[src/rtl/assert_macros.svh]
// Assertion macros shared by the board-monitor RTL.
`ifndef ASSERT_MACROS_SVH
`define ASSERT_MACROS_SVH

// Checked only while the block is out of reset.
`define IBMR_ASSERT(lbl, prop, msg) \
    lbl: assert property (@(posedge clk) disable iff (!rst_n) prop) else $error(msg);

// Checked at every clock edge, reset included.
`define IBMR_ASSERT_ALWAYS(lbl, prop, msg) \
    lbl: assert property (@(posedge clk) prop) else $error(msg);

`endif

[src/rtl/ibmr_pkg.sv]
// Package of constants, types and lookup functions for the board-monitor register file.
package ibmr_pkg;

    // Averaging configuration.
    localparam int CHANNEL_COUNT   = 16;
    localparam int AVG_DEPTH_SHIFT = 2;
    localparam int SAMPLE_BITS     = 12;
    localparam int REG_COUNT       = 68;

    // Field widths fixed by the bus-side item format.
    localparam int CHAN_W     = 4;
    localparam int CHAN_SLOTS = 1 << CHAN_W;
    localparam int ADC_W      = 12;
    localparam int PTR_W      = 7;
    localparam int CFG_IDX_W  = 2;

    // Ring and running total geometry.
    localparam int POS_W     = (AVG_DEPTH_SHIFT > 0) ? AVG_DEPTH_SHIFT : 1;
    localparam int RAM_AW    = CHAN_W + POS_W;
    localparam int RAM_DEPTH = 1 << RAM_AW;
    localparam int TOTAL_W   = SAMPLE_BITS + AVG_DEPTH_SHIFT;
    localparam logic [POS_W-1:0] RING_MASK = POS_W'((1 << AVG_DEPTH_SHIFT) - 1);

    // Item command codes.
    localparam logic [2:0] CMD_MATCH_WRITE = 3'd0;
    localparam logic [2:0] CMD_MATCH_READ  = 3'd1;
    localparam logic [2:0] CMD_WRITE_BYTE  = 3'd2;
    localparam logic [2:0] CMD_READ_BYTE   = 3'd3;
    localparam logic [2:0] CMD_STOP        = 3'd4;
    localparam logic [2:0] CMD_BUS_RESET   = 3'd5;
    localparam logic [2:0] CMD_ADC_SAMPLE  = 3'd6;

    // Configuration register indexes.
    localparam logic [CFG_IDX_W-1:0] CFG_BOARD_TYPE = 2'd0;
    localparam logic [CFG_IDX_W-1:0] CFG_FIRMWARE   = 2'd1;
    localparam logic [CFG_IDX_W-1:0] CFG_PCB        = 2'd2;

    // Register map addresses.
    localparam logic [PTR_W-1:0] REG_BOARD_KIND    = 7'h00;
    localparam logic [PTR_W-1:0] REG_FIRMWARE      = 7'h01;
    localparam logic [PTR_W-1:0] REG_PCB           = 7'h02;
    localparam logic [PTR_W-1:0] REG_COMMAND       = 7'h03;
    localparam logic [PTR_W-1:0] REG_SOC_TEMP      = 7'h04;
    localparam logic [PTR_W-1:0] REG_BOARD_TEMP    = 7'h05;
    localparam logic [PTR_W-1:0] REG_INT_STATUS_LO = 7'h06;
    localparam logic [PTR_W-1:0] REG_INT_STATUS_HI = 7'h07;
    localparam logic [PTR_W-1:0] REG_INT_MASK_LO   = 7'h08;
    localparam logic [PTR_W-1:0] REG_INT_MASK_HI   = 7'h09;
    localparam logic [PTR_W-1:0] REG_AVG_FIRST     = 7'h29;
    localparam logic [PTR_W-1:0] REG_AVG_LAST      = 7'h43;
    localparam logic [PTR_W-1:0] PTR_LAST          = PTR_W'(REG_COUNT - 1);

    localparam logic [7:0] UNMAPPED_BYTE = 8'hff;

    // Multiples of the register count, used to wrap a written pointer byte.
    localparam logic [9:0] REG_COUNT_X1 = 10'(REG_COUNT);
    localparam logic [9:0] REG_COUNT_X2 = 10'(2 * REG_COUNT);
    localparam logic [9:0] REG_COUNT_X3 = 10'(3 * REG_COUNT);

    // Average map: one entry per address from the first to the last average register.
    localparam int AVG_MAP_LEN = 27;
    localparam logic [4:0] MAP_NONE = 5'h00;
    localparam logic [4:0] MAP_HIT  = 5'h10;
    localparam logic [4:0] AVG_MAP [AVG_MAP_LEN] = '{
        MAP_HIT | 5'd8,  MAP_NONE, MAP_NONE, MAP_NONE, MAP_NONE, MAP_NONE, MAP_NONE,
        MAP_HIT | 5'd0,  MAP_HIT | 5'd1,  MAP_HIT | 5'd2,  MAP_HIT | 5'd9,
        MAP_HIT | 5'd11, MAP_HIT | 5'd12, MAP_HIT | 5'd7,  MAP_HIT | 5'd6,
        MAP_HIT | 5'd14, MAP_HIT | 5'd5,
        MAP_NONE, MAP_NONE, MAP_NONE, MAP_NONE, MAP_NONE, MAP_NONE,
        MAP_HIT | 5'd10, MAP_HIT | 5'd13, MAP_HIT | 5'd15, MAP_HIT | 5'd4
    };

    // Request to fetch the oldest ring sample of a channel, issued when a sample item is accepted.
    typedef struct packed {
        logic              fire;
        logic [CHAN_W-1:0] channel;
    } ibmr_fetch_t;

    // Ring and running total update, issued when a sample item leaves the work stage.
    typedef struct packed {
        logic                   fire;
        logic [SAMPLE_BITS-1:0] value;
    } ibmr_update_t;

    // Result of an average map lookup.
    typedef struct packed {
        logic              hit;
        logic [CHAN_W-1:0] channel;
    } ibmr_slot_t;

    // Wrap a written byte into the register range with at most one subtraction of a register-count multiple.
    function automatic logic [PTR_W-1:0] ibmr_wrap_ptr(input logic [7:0] value);
        logic [9:0] x;
        x = {2'b00, value};
        if (x >= REG_COUNT_X3) begin
            x = x - REG_COUNT_X3;
        end else if (x >= REG_COUNT_X2) begin
            x = x - REG_COUNT_X2;
        end else if (x >= REG_COUNT_X1) begin
            x = x - REG_COUNT_X1;
        end
        return x[PTR_W-1:0];
    endfunction

    // Look up which channel average an address shows, if any.
    function automatic ibmr_slot_t ibmr_avg_slot(input logic [PTR_W-1:0] addr);
        ibmr_slot_t      slot;
        logic [4:0]      entry;
        logic [PTR_W-1:0] offset;
        slot   = '0;
        entry  = MAP_NONE;
        offset = addr - REG_AVG_FIRST;
        if (addr >= REG_AVG_FIRST && addr <= REG_AVG_LAST) begin
            entry = AVG_MAP[offset[4:0]];
        end
        slot.hit     = entry[4];
        slot.channel = entry[CHAN_W-1:0];
        return slot;
    endfunction

endpackage

[src/rtl/ibmr_ram.sv]
// Generic single-port-write, registered-read RAM.
module ibmr_ram #(
    parameter int WIDTH = 8,
    parameter int DEPTH = 16
) (
    input  logic                     clk,
    input  logic                     we,
    input  logic [$clog2(DEPTH)-1:0] waddr,
    input  logic [WIDTH-1:0]         wdata,
    input  logic                     re,
    input  logic [$clog2(DEPTH)-1:0] raddr,
    output logic [WIDTH-1:0]         rdata
);

    logic [WIDTH-1:0] mem_reg [DEPTH];
    logic [WIDTH-1:0] rdata_reg;

    // Write port.
    always_ff @(posedge clk)
    begin
        if (we)
        begin
            mem_reg[waddr] <= wdata;
        end
    end

    // Read port; the data holds until the next read.
    always_ff @(posedge clk)
    begin
        if (re)
        begin
            rdata_reg <= mem_reg[raddr];
        end
    end

    assign rdata = rdata_reg;

endmodule

[src/rtl/ibmr_avg.sv]
// Per-channel moving averages: sample ring memory, ring positions and running totals.
module ibmr_avg (
    input  logic                         clk,
    input  logic                         rst_n,
    input  ibmr_pkg::ibmr_fetch_t        fetch,
    input  ibmr_pkg::ibmr_update_t       update,
    input  logic [ibmr_pkg::CHAN_W-1:0]  rd_channel,
    output logic [7:0]                   rd_avg_low
);
    import ibmr_pkg::*;

    logic [POS_W-1:0]       pos_reg [CHAN_SLOTS];
    logic [TOTAL_W-1:0]     total_reg [CHAN_SLOTS];
    logic [RAM_DEPTH-1:0]   written_reg;
    logic [RAM_AW-1:0]      addr_reg;
    logic                   fwd_reg;
    logic                   seen_reg;
    logic [SAMPLE_BITS-1:0] fwd_data_reg;

    logic [POS_W-1:0]       fetch_pos;
    logic [RAM_AW-1:0]      fetch_addr;
    logic                   fetch_fwd;
    logic [CHAN_W-1:0]      upd_channel;
    logic [SAMPLE_BITS-1:0] ram_rdata;
    logic [SAMPLE_BITS-1:0] old_sample;
    logic [TOTAL_W-1:0]     avg_full;

    // Address of the oldest sample of the fetched channel.
    assign fetch_pos   = pos_reg[fetch.channel];
    assign fetch_addr  = {fetch.channel, fetch_pos};
    assign fetch_fwd   = update.fire && (addr_reg == fetch_addr);
    assign upd_channel = addr_reg[RAM_AW-1 -: CHAN_W];

    // Ring positions advance when the fetch is issued.
    always_ff @(posedge clk or negedge rst_n)
    begin
        if (!rst_n)
        begin
            for (int i = 0; i < CHAN_SLOTS; i++)
            begin
                pos_reg[i] <= '0;
            end
        end
        else if (fetch.fire)
        begin
            pos_reg[fetch.channel] <= POS_W'(fetch_pos + 1'b1) & RING_MASK;
        end
    end

    // Fetch bookkeeping: a write to the same entry in the same cycle is forwarded.
    always_ff @(posedge clk or negedge rst_n)
    begin
        if (!rst_n)
        begin
            fwd_reg  <= 1'b0;
            seen_reg <= 1'b0;
        end
        else if (fetch.fire)
        begin
            fwd_reg  <= fetch_fwd;
            seen_reg <= written_reg[fetch_addr] || fetch_fwd;
        end
    end

    always_ff @(posedge clk)
    begin
        if (fetch.fire)
        begin
            addr_reg     <= fetch_addr;
            fwd_data_reg <= update.value;
        end
    end

    // An entry never written reads as zero.
    always_ff @(posedge clk or negedge rst_n)
    begin
        if (!rst_n)
        begin
            written_reg <= '0;
        end
        else if (update.fire)
        begin
            written_reg[addr_reg] <= 1'b1;
        end
    end

    assign old_sample = fwd_reg  ? fwd_data_reg :
                        seen_reg ? ram_rdata    : '0;

    // Running totals: drop the oldest sample, add the new one.
    always_ff @(posedge clk or negedge rst_n)
    begin
        if (!rst_n)
        begin
            for (int i = 0; i < CHAN_SLOTS; i++)
            begin
                total_reg[i] <= '0;
            end
        end
        else if (update.fire)
        begin
            total_reg[upd_channel] <= total_reg[upd_channel] - TOTAL_W'(old_sample)
                                      + TOTAL_W'(update.value);
        end
    end

    ibmr_ram #(
        .WIDTH (SAMPLE_BITS),
        .DEPTH (RAM_DEPTH)
    ) u_ring (
        .clk   (clk),
        .we    (update.fire),
        .waddr (addr_reg),
        .wdata (update.value),
        .re    (fetch.fire),
        .raddr (fetch_addr),
        .rdata (ram_rdata)
    );

    // Average of the requested channel, low byte only.
    assign avg_full   = total_reg[rd_channel] >> AVG_DEPTH_SHIFT;
    assign rd_avg_low = avg_full[7:0];

endmodule

[src/rtl/i2c_board_monitor_regs_core.sv]
// Top level of the board-monitor register file with per-channel moving averages.
//
// Usage: one input channel (in_valid/in_stall) carries bus events and converter
// samples; every accepted transfer gives exactly one result transfer on the output
// channel (out_valid/out_stall) with read_data, read_valid and active_command.
// Configuration (board type, firmware and PCB version) must be written through
// cfg_we/cfg_index/cfg_data while the block is idle; the block does not enforce this.
// Each accepted item passes through the work stage and then the output register,
// from which its result is presented. Throughput is one item per cycle while the
// receiver does not stall: the work stage and the output register each hold one
// item, and the sample ring memory is read when an item is accepted and written
// when it leaves the work stage.
// When the receiver stalls, the output register holds its result and the work
// stage keeps the next item; in_stall rises only when both are occupied and the
// receiver stalls.
// Reset clears the pointer state, commands, configuration, ring positions and
// running totals; ring entries read as zero until written, so no clearing pass is
// needed and items are taken from the first cycle after reset.
`include "assert_macros.svh"

module i2c_board_monitor_regs_core (
    input  logic                           clk,
    input  logic                           rst_n,
    input  logic                           cfg_we,
    input  logic [ibmr_pkg::CFG_IDX_W-1:0] cfg_index,
    input  logic [7:0]                     cfg_data,
    input  logic                           in_valid,
    output logic                           in_stall,
    input  logic [2:0]                     command,
    input  logic [7:0]                     data_byte,
    input  logic [ibmr_pkg::CHAN_W-1:0]    adc_channel,
    input  logic [ibmr_pkg::ADC_W-1:0]     adc_value,
    input  logic [7:0]                     soc_temp,
    input  logic [7:0]                     board_temp,
    output logic                           out_valid,
    input  logic                           out_stall,
    output logic [7:0]                     read_data,
    output logic                           read_valid,
    output logic [7:0]                     active_command
);
    import ibmr_pkg::*;

    // Configuration registers.
    logic [7:0] board_type_reg;
    logic [7:0] firmware_reg;
    logic [7:0] pcb_reg;

    // Work stage.
    logic                   a_valid_reg;
    logic [2:0]             a_cmd_reg;
    logic [7:0]             a_data_reg;
    logic [CHAN_W-1:0]      a_chan_reg;
    logic [SAMPLE_BITS-1:0] a_value_reg;
    logic [7:0]             a_soc_reg;
    logic [7:0]             a_brd_reg;

    // Bus-side state.
    logic             ptr_pending_reg;
    logic             ptr_pending_next;
    logic [PTR_W-1:0] ptr_reg;
    logic [PTR_W-1:0] ptr_next;
    logic [7:0]       pend_cmd_reg;
    logic [7:0]       pend_cmd_next;
    logic [7:0]       latched_cmd_reg;
    logic [7:0]       latched_cmd_next;

    // Output register.
    logic       out_valid_reg;
    logic [7:0] read_data_reg;
    logic       read_valid_reg;
    logic [7:0] active_command_reg;

    logic             accept;
    logic             a_move;
    logic [PTR_W-1:0] ptr_inc;
    logic [7:0]       rd_byte;
    logic [7:0]       avg_low;
    ibmr_slot_t       slot;
    ibmr_fetch_t      fetch;
    ibmr_update_t     update;

    // Handshake: the work stage empties whenever the output register can take its result.
    assign a_move   = a_valid_reg && (!out_valid_reg || !out_stall);
    assign in_stall = a_valid_reg && !a_move;
    assign accept   = in_valid && !in_stall;

    // Configuration writes; indexes beyond the list are ignored.
    always_ff @(posedge clk or negedge rst_n)
    begin
        if (!rst_n)
        begin
            board_type_reg <= '0;
            firmware_reg   <= '0;
            pcb_reg        <= '0;
        end
        else if (cfg_we)
        begin
            case (cfg_index)
                CFG_BOARD_TYPE: board_type_reg <= cfg_data;
                CFG_FIRMWARE:   firmware_reg   <= cfg_data;
                CFG_PCB:        pcb_reg        <= cfg_data;
                default:        ;
            endcase
        end
    end

    // Work stage valid flag.
    always_ff @(posedge clk or negedge rst_n)
    begin
        if (!rst_n)
        begin
            a_valid_reg <= 1'b0;
        end
        else if (accept)
        begin
            a_valid_reg <= 1'b1;
        end
        else if (a_move)
        begin
            a_valid_reg <= 1'b0;
        end
    end

    // Work stage payload.
    always_ff @(posedge clk)
    begin
        if (accept)
        begin
            a_cmd_reg   <= command;
            a_data_reg  <= data_byte;
            a_chan_reg  <= adc_channel;
            a_value_reg <= SAMPLE_BITS'(adc_value);
            a_soc_reg   <= soc_temp;
            a_brd_reg   <= board_temp;
        end
    end

    // Sample fetch at acceptance, ring update when the sample leaves the work stage.
    always_comb
    begin
        fetch.fire    = accept && (command == CMD_ADC_SAMPLE) && (adc_channel < CHANNEL_COUNT);
        fetch.channel = adc_channel;
        update.fire   = a_move && (a_cmd_reg == CMD_ADC_SAMPLE) && (a_chan_reg < CHANNEL_COUNT);
        update.value  = a_value_reg;
    end

    ibmr_avg u_avg (
        .clk        (clk),
        .rst_n      (rst_n),
        .fetch      (fetch),
        .update     (update),
        .rd_channel (slot.channel),
        .rd_avg_low (avg_low)
    );

    // Register read at the current pointer.
    assign slot = ibmr_avg_slot(ptr_reg);

    always_comb
    begin
        case (ptr_reg)
            REG_BOARD_KIND:  rd_byte = board_type_reg;
            REG_FIRMWARE:    rd_byte = firmware_reg;
            REG_PCB:         rd_byte = pcb_reg;
            REG_SOC_TEMP:    rd_byte = a_soc_reg;
            REG_BOARD_TEMP:  rd_byte = a_brd_reg;
            REG_COMMAND, REG_INT_STATUS_LO, REG_INT_STATUS_HI,
            REG_INT_MASK_LO, REG_INT_MASK_HI:
                rd_byte = 8'h00;
            default:
            begin
                if (slot.hit && (slot.channel < CHANNEL_COUNT))
                begin
                    rd_byte = avg_low;
                end
                else
                begin
                    rd_byte = UNMAPPED_BYTE;
                end
            end
        endcase
    end

    // Pointer and command state after the item in the work stage.
    assign ptr_inc = (ptr_reg == PTR_LAST) ? '0 : ptr_reg + 1'b1;

    always_comb
    begin
        ptr_pending_next = ptr_pending_reg;
        ptr_next         = ptr_reg;
        pend_cmd_next    = pend_cmd_reg;
        latched_cmd_next = latched_cmd_reg;
        case (a_cmd_reg)
            CMD_MATCH_WRITE:
                ptr_pending_next = 1'b1;
            CMD_WRITE_BYTE:
            begin
                if (ptr_pending_reg)
                begin
                    ptr_next         = ibmr_wrap_ptr(a_data_reg);
                    ptr_pending_next = 1'b0;
                end
                else
                begin
                    if (ptr_reg == REG_COMMAND)
                    begin
                        pend_cmd_next = a_data_reg;
                    end
                    ptr_next = ptr_inc;
                end
            end
            CMD_READ_BYTE:
                ptr_next = ptr_inc;
            CMD_STOP:
                latched_cmd_next = pend_cmd_reg;
            CMD_BUS_RESET:
            begin
                ptr_pending_next = 1'b0;
                ptr_next         = '0;
                pend_cmd_next    = '0;
                latched_cmd_next = '0;
            end
            default:
                ;
        endcase
    end

    always_ff @(posedge clk or negedge rst_n)
    begin
        if (!rst_n)
        begin
            ptr_pending_reg <= 1'b0;
            ptr_reg         <= '0;
            pend_cmd_reg    <= '0;
            latched_cmd_reg <= '0;
        end
        else if (a_move)
        begin
            ptr_pending_reg <= ptr_pending_next;
            ptr_reg         <= ptr_next;
            pend_cmd_reg    <= pend_cmd_next;
            latched_cmd_reg <= latched_cmd_next;
        end
    end

    // Output register.
    always_ff @(posedge clk or negedge rst_n)
    begin
        if (!rst_n)
        begin
            out_valid_reg <= 1'b0;
        end
        else if (a_move)
        begin
            out_valid_reg <= 1'b1;
        end
        else if (!out_stall)
        begin
            out_valid_reg <= 1'b0;
        end
    end

    always_ff @(posedge clk)
    begin
        if (a_move)
        begin
            read_data_reg      <= (a_cmd_reg == CMD_READ_BYTE) ? rd_byte : 8'h00;
            read_valid_reg     <= (a_cmd_reg == CMD_READ_BYTE);
            active_command_reg <= latched_cmd_next;
        end
    end

    assign out_valid      = out_valid_reg;
    assign read_data      = read_data_reg;
    assign read_valid     = read_valid_reg;
    assign active_command = active_command_reg;

    // Assertions.
    `IBMR_ASSERT(a_ptr_range, ptr_reg < REG_COUNT, "register pointer out of range")
    `IBMR_ASSERT(a_read_result, a_move && (a_cmd_reg == CMD_READ_BYTE) |=> out_valid_reg && read_valid_reg, "read transfer lost its read flag")
    `IBMR_ASSERT(a_other_result, a_move && (a_cmd_reg != CMD_READ_BYTE) |=> !read_valid_reg && (read_data_reg == 8'h00), "non-read transfer returned data")
    `IBMR_ASSERT(a_bus_reset, a_move && (a_cmd_reg == CMD_BUS_RESET) |=> active_command_reg == 8'h00, "bus reset left a command latched")
    `IBMR_ASSERT_ALWAYS(a_stall_empty, !a_valid_reg |-> !in_stall, "input stalled with an empty work stage")

endmodule

[config.mk]
export PLATFORM = sky130hd
export DESIGN_NAME = i2c_board_monitor_regs_core
export DESIGN_NICKNAME = d
export VERILOG_FILES = /design/src/rtl/ibmr_pkg.sv /design/src/rtl/ibmr_ram.sv /design/src/rtl/ibmr_avg.sv /design/src/rtl/i2c_board_monitor_regs_core.sv
export VERILOG_INCLUDE_DIRS = /design/src /design/src/rtl
export SDC_FILE = /design/constraint.sdc
export NUM_CORES = 2
export LEC_CHECK = 0
export BUFFER_PORTS_ARGS = -buffer_cell sky130_fd_sc_hd__buf_2
export CORE_MARGIN = 2
export CORE_UTILIZATION = 35
export DETAILED_ROUTE_END_ITERATION = 7
export GPL_ROUTABILITY_DRIVEN = 1
export PLACE_DENSITY = 0.52
export SLEW_MARGIN = 0
export SYNTH_ARGS = -nofsm -noshare
export SYNTH_HDL_FRONTEND = slang
export SYNTH_HIERARCHICAL = 1
export SYNTH_SLANG_ARGS = --single-unit
[constraint.sdc]
create_clock -name clk -period 4.79 [get_ports clk]
set_input_delay 0.2395 -clock clk [delete_from_list [all_inputs] [get_ports clk]]
set_output_delay 0.2395 -clock clk [all_outputs]
set_load 0.01 [all_outputs]
# Word level (Yosys, flattened, before mapping)
# Memories as Yosys holds them, arrays and structs flattened. A register that Yosys moved wholly into a read port is not among the register bits.
# Cells that the tools add are included.
dict set report classes {
  addsub 8
  n_lt_le_gt_ge 14
  n_eq_ne 22
  muxes 43
  bitwise 5
  n_reduce_logical 31
}
# operator count
set ops {}
lappend ops {{bitwise mux 224 bit} 1}
lappend ops {{binary-select mux 14 bit (select 4 bit)} 2}
lappend ops {{bitwise OR 64 bit} 1}
lappend ops {{demux 14 bit (select 4 bit)} 1}
lappend ops {{one-hot mux 8 bit (6 select lines)} 1}
lappend ops {{two-way mux 14 bit} 3}
lappend ops {{two-way mux 7 bit} 5}
lappend ops {{bitwise mux 32 bit} 1}
lappend ops {{one-hot mux 8 bit (2 select lines)} 2}
lappend ops {{equality test 7 x 3 -> 1 bit, second input constant} 4}
lappend ops {{two-way mux 12 bit} 2}
lappend ops {{two-way mux 8 bit} 3}
lappend ops {{one-hot mux 7 bit (3 select lines)} 1}
lappend ops {{two-way mux 10 bit} 2}
lappend ops {{greater-or-equal comparator 8 bit, second input constant} 2}
lappend ops {{greater-or-equal comparator 5 bit, second input constant} 3}
lappend ops {{two-way mux 5 bit} 3}
lappend ops {{NOT 4 -> 5 bit} 3}
lappend ops {{adder 14 x 12 -> 14 bit} 1}
lappend ops {{equality test 7 x 2 -> 1 bit, second input constant} 2}
lappend ops {{equality test 7 x 4 -> 1 bit, second input constant} 2}
lappend ops {{less-than comparator 6 x 7 -> 1 bit, second input constant} 2}
lappend ops {{subtractor 14 x 12 -> 14 bit} 1}
lappend ops {{subtractor 7 bit, second input constant} 2}
lappend ops {{39 further kinds} 73}
dict set report totals {
  ff_bits 446
  ramBits 768
  mem_bits_ro 160
  input_bits 58
  out_inout_bits 19
  wordCells 179
  memories 2
}
# memory words width read_ports rd_clocked_by_memory_dff wr line
set mem_list {}
lappend mem_list {u_avg.u_ring.mem_reg 64 12 1 1 1 ibmr_ram.sv:15} ;# logic [WIDTH-1:0] mem_reg [DEPTH];
lappend mem_list {{(no name shown)} 32 5 1 0 0 ibmr_pkg.sv:114} ;# entry = AVG_MAP[offset[4:0]];

# Logic depth before layout (Yosys ltp)
dict set report depth {
  word_depth 12
  depth_mapped 19
  ltp_nobuf 16
}

# Modules after synthesis
# The synthesis kept the hierarchy.
# module n_inst cells_per_inst area_per_inst_um2 seq_area_each_um2
set modules_own_cells {}
lappend modules_own_cells {ibmr_ram 1 1339 29971.2 23422.5}
lappend modules_own_cells {ibmr_avg 1 1081 13598.0 6936.7}
lappend modules_own_cells {i2c_board_monitor_regs_core 1 460 5348.9 2932.8}

# Least setup slack after synthesis
# OpenSTA, ideal clock, no wires.
dict set report synth_timing {
  kind {register to register}
  from {register u_avg.addr_reg[2]}
  to {register u_avg/total_reg[120] (netlist name)}
  setup_ps 135
  arrival_ps 4752
  required_time_ps 4655
  path_slack_ps -97
  path_stages_with_launch 16
  n_path_buf 3
  synth_period_minus_slack_ps 4887
  path_cell_list {edfxtp_1 > buf_2 > buf_1 > mux4_2 > mux4_2 > fa_1 > ha_1 > nor2b_1 > o21ai_0 > a21boi_0 > o21ai_1 > a21oi_1 > o21ai_1 > nor3b_1 > clkbuf_1 > o31ai_1}
}
dict set report synth_via {
  elab_chain_len 7
  word_cells_on_any_way 12
  classes_between {add/sub: 2; order compare: 2; mux: 6; bitwise: 1; reduce/logical: 1}
}
# element line
set synth_lines {}
lappend synth_lines {{from (decl)} ibmr_avg.sv:15} ;# logic [RAM_AW-1:0] addr_reg;
lappend synth_lines {{from (signal assigned)} ibmr_avg.sv:69} ;# addr_reg <= fetch_addr;
lappend synth_lines {{NOT 4 -> 5 bit (implied by the code) (*)} ibmr_avg.sv:102} ;# total_reg[upd_channel] <= total_reg[upd_channel] - TOTAL_W'(old_sample)
lappend synth_lines {{binary-select mux 14 bit (select 4 bit)} ibmr_avg.sv:102}
lappend synth_lines {{two-way mux 14 bit (implied by the code) (2 in a row)} ibmr_avg.sv:102}
lappend synth_lines {{subtractor 14 x 12 -> 14 bit} ibmr_avg.sv:102}
lappend synth_lines {{adder 14 x 12 -> 14 bit} ibmr_avg.sv:103} ;# + TOTAL_W'(update.value);
lappend synth_lines {{bitwise mux 224 bit (*)} ibmr_avg.sv:102}
lappend synth_lines {{to (signal, indexed assignment)} ibmr_avg.sv:102}
lappend synth_lines {{to (decl)} ibmr_avg.sv:13} ;# logic [TOTAL_W-1:0] total_reg [CHAN_SLOTS];
# Mark *: on every way between the ends. The rest lies on a longest branch, timed or not. The select of a mux whose other input is x is not followed.
# A chain may end at the register's enable or synchronous reset.

# Final worst setup path
dict set report layout_timing {
  from {register u_avg.addr_reg[2]}
  to {register u_avg/total_reg[190] (netlist name)}
}
# The elaborated chain is that of the path after synthesis.

==> results by stage <==
CTS:
- The clock root buffer is clkbuf_16.
- The clock tree from TritonCTS is built.
- Clock tree synthesis found a total of 1028 sinks.
- The TritonCTS buffer count is 107.
- Counting along the longest clock path gives a buffer depth of 3.
- The H-tree depth is 3.
- The clock reaches the later pin of the worst-skew pair after 0.69 ns.
- The clock slew seen by the registers of the worst setup and hold paths is 0.06 ns.

Power:
- The total power is 21.6 mW.
- Sequential cells burn 47.5% of the power.
- Summed over all cells, the static leakage comes to 18.4 nW.
- Dividing total power by cell area gives a power density of 425 nW/um2.
- The worst vdd rail ir drop is 0.000294 V.
- Combinational logic is responsible for 14.3% of the overall power.
- Cell internal power was estimated by the tool at 16.0 mW.
- The share of total power dissipated in the clock network is 38.2%.
- The net switching power is 5.57 mW.
- Net switching is 25.8% of the power.

Route:
- The detailed router put a total of 49500 um of wire on met1.
- Using the TritonRoute via totals, the vias-per-cell ratio works out to 5.40.
- The count of nets left with antenna violations once routing finished came out at 0.
- The detailed route wirelength on metal3 is 5010 um.
- The pre-antenna-repair detailed-routing pass consisted of 5 iterations.
- The via count is 25000.
- For this run, design rule violations remaining after detail routing come to 0.
- The aggregate routed wire length is 113000 um.
- In the detailed route, the total length drawn on met2 is 55400 um.
- The average detailed-routed wire length per instance is 24.3 um.
- The detailed router used layers up to and including met4.
- The DRC marker count from the first detailed-route iteration is 2104.

Cells and area:
- 0 antenna diodes ended up in the layout.
- The flip-flop count of the largest register, all copies and words added is 640.
- The leading cell type in the layout, fill and taps excluded is edfxtp_1.
- At the end of the flow, the number of nets in the layout was 2976.
- In the layout the commonest cells are 720 x edfxtp_1, 308 x dfrtp_1, 262 x mux4_2, 239 x nand2_1, 147 x o21ai_0.
- For this run, the number of standard cells in the final layout without fillers is 4624.
- The layout overhead on the synthesized area is 15.5%.
- The post-route netlist has 25.1% of its cells at a drive strength greater than 1.
- The layout has 11400 filler cells.

Worst setup path:
- The worst flop-to-flop path endpoint is u_avg/total_reg[190].
- The maximum fanout along the worst path is 17.
- The endpoint required time on the critical path is 5.30 ns.
- The reg-to-reg startpoint is u_avg/addr_reg[2].
- The slowest library cell on the worst path is mux4_2.
- The worst path arrival time is 4.95 ns.
- Across all register-to-register paths, the minimum setup slack is 0.35 ns.
- For the worst flop-to-flop path, the logic depth is 16.
- The critical path capture point type is a flop.
- The kind of critical path is reg -> reg.
- The kind of start point of the critical path is a flop.
- For this run, the slowest stage of the critical path takes 0.54 ns.
- The signal on the critical path passes through buf_12 -> buf_12 -> mux4_2 -> mux4_2 -> fa_1 -> ha_1 -> buf_4 -> nor2b_1 -> o21ai_0 -> a21boi_0 -> o21ai_1 -> a21oi_1 -> o21ai_1 -> nor3b_2 -> buf_4 -> o31ai_1.

Global route:
- The via count of the first global-routing pass is 26200.
- The first global-routing pass estimated 170000 um of wire.
- The sum of overflow across all layers after global routing is 0.
- The global-route total usage across every layer is 17.7%.
- The initial antenna violation count is 0.
- The largest net degree at the start of global routing is 137.

STA:
- The fmax is 0.225 GHz.
- At the pin with the least slew margin, the transition time is 1.14 ns.
- The worst pin sits at a relative slew slack of 23.8%.
- The final clock skew is 0.0266 ns.
- The final cycle utilization of the critical path is 92.6%.
- The max-slew violation count is 0.
- The total count of hold-check failures in the final report was 0.
- The final worst-path setup slack is 0.353 ns.
- The worst path in the final design needs a cycle of 4.44 ns, including I/O delays and setup.
- Setup violations remaining at the end of the flow were counted as 0.
- Setup repair after global routing left no endpoint under its margin.

Placed design:
- At the end of routability-driven placement, the weighted congestion stood at 0.808.
- OpenSTA, run right after detailed placement, puts the worst setup slack at -0.235 ns.
- The number of placed instances, taps included, is 4369.
- The HPWL after detailed placement is 70400 um.
- In this run the tool buffered the top-level ports with 74 buffer cells.

Hold path:
- For hold timing, the worst endpoint is u_avg/pos_reg[26].
- The type of the worst min-delay path is in -> reg.
- The worst hold path was traced through 4 stages.
- The startpoint identified for the worst hold timing path is adc_channel[0].

Yosys:
- Counting every net in the synthesized netlist gives 2776.
- Synthesis handed over a netlist of 2684 instances.
- The mapped netlist covers 44000 um2.
- The count of yosys warnings during synthesis is 6.
- The average instance in the mapped netlist occupies 16.4 um2.

Run:
- The number of max-cap violations is 0.

Die:
- The row count is 130.
- The y dimension of the die is 359 um.
- The placeable core region is 125000 um2.
- During I/O placement, the number of pins put on the boundary was 77.
- The initial standard-cell utilization of the core is 35.1%.
- In this run the horizontal extent of the chip is 359 um.
- The die covers 129000 um2.

Status:
- The run finished with clean final reports.
cell type report:
class                      instances  area [um2]  share of cell area (%)
clock buffer                     145        2890                    5.69
clock inverter                    54         572                    1.13
inverter                          29         119                   0.234
multi-input combinational       1449       13700                    27.0
sequential                      1028       29300                    57.7
tap                             1650        2060                    4.06
timing repair buffer             269        2120                    4.17
worst max-delay path: cells and delay by family (launching register included):
kind,cells,cell delay (ns)
buf+inv,4,0.73
mux,2,1.06
fa+ha+maj,2,0.77
flops,1,0.38
simple gates,2,0.37
compound gates,6,0.94
power groups by stage:
stage / clock, mW / sequential [mW] / combinational [mW]
after floorplan: 0 / 10.3 / 2.14
after global placement: 0 / 10.4 / 3.00
after detailed placement: 0 / 10.4 / 3.07
after CTS: 8.45 / 10.3 / 3.12
after global routing: 8.81 / 10.3 / 3.39
final: 8.25 / 10.3 / 3.09
how the worst max path moves through the flow:
stage	end	startpoint	cells past startpoint
3_5_place_dp	u_avg/total_reg[149]	u_avg/addr_reg[2]	12
4_1_cts	u_avg/total_reg[190]	u_avg/addr_reg[2]	15
5_1_grt	u_avg/total_reg[134]	u_avg/addr_reg[2]	16
6_report	u_avg/total_reg[190]	u_avg/addr_reg[2]	16
3_3_place_gp	u_avg/total_reg[135]	u_avg/addr_reg[2]	12
2_1_floorplan	u_avg/total_reg[120]	u_avg/addr_reg[3]	16
layer usage:
metal  track usage (%)  up-vias
met1              24.2    13300
met2              29.7      596
met5                 0        -
li1                  -    11000
met4              4.36        0
met3              2.58      155
repair_timing:
item | 4_1_cts | 5_1_grt
endpoints found under the setup margin | 16 | 32
pin swaps | 0 | 0
hold endpoints to repair | 160 | 0
hold buffers | 53 | 0
resized for setup | 1 | 0
buffers inserted | 0 | 3
metrics by stage:
stage	hold slack, ns	setup TNS (ns)	instance area, um2	util (%)
2_1_floorplan	-0.0561	0	44000	-
3_3_place_gp	0.326	-1.97	46700	37.3
3_5_place_dp	0.341	-3.24	46700	37.3
4_1_cts	0.0142	0	50700	40.5
5_1_grt	0.0323	0	50800	40.6
6_report	0.0483	0	50800	40.6
Power figures use the tool's default switching activity.
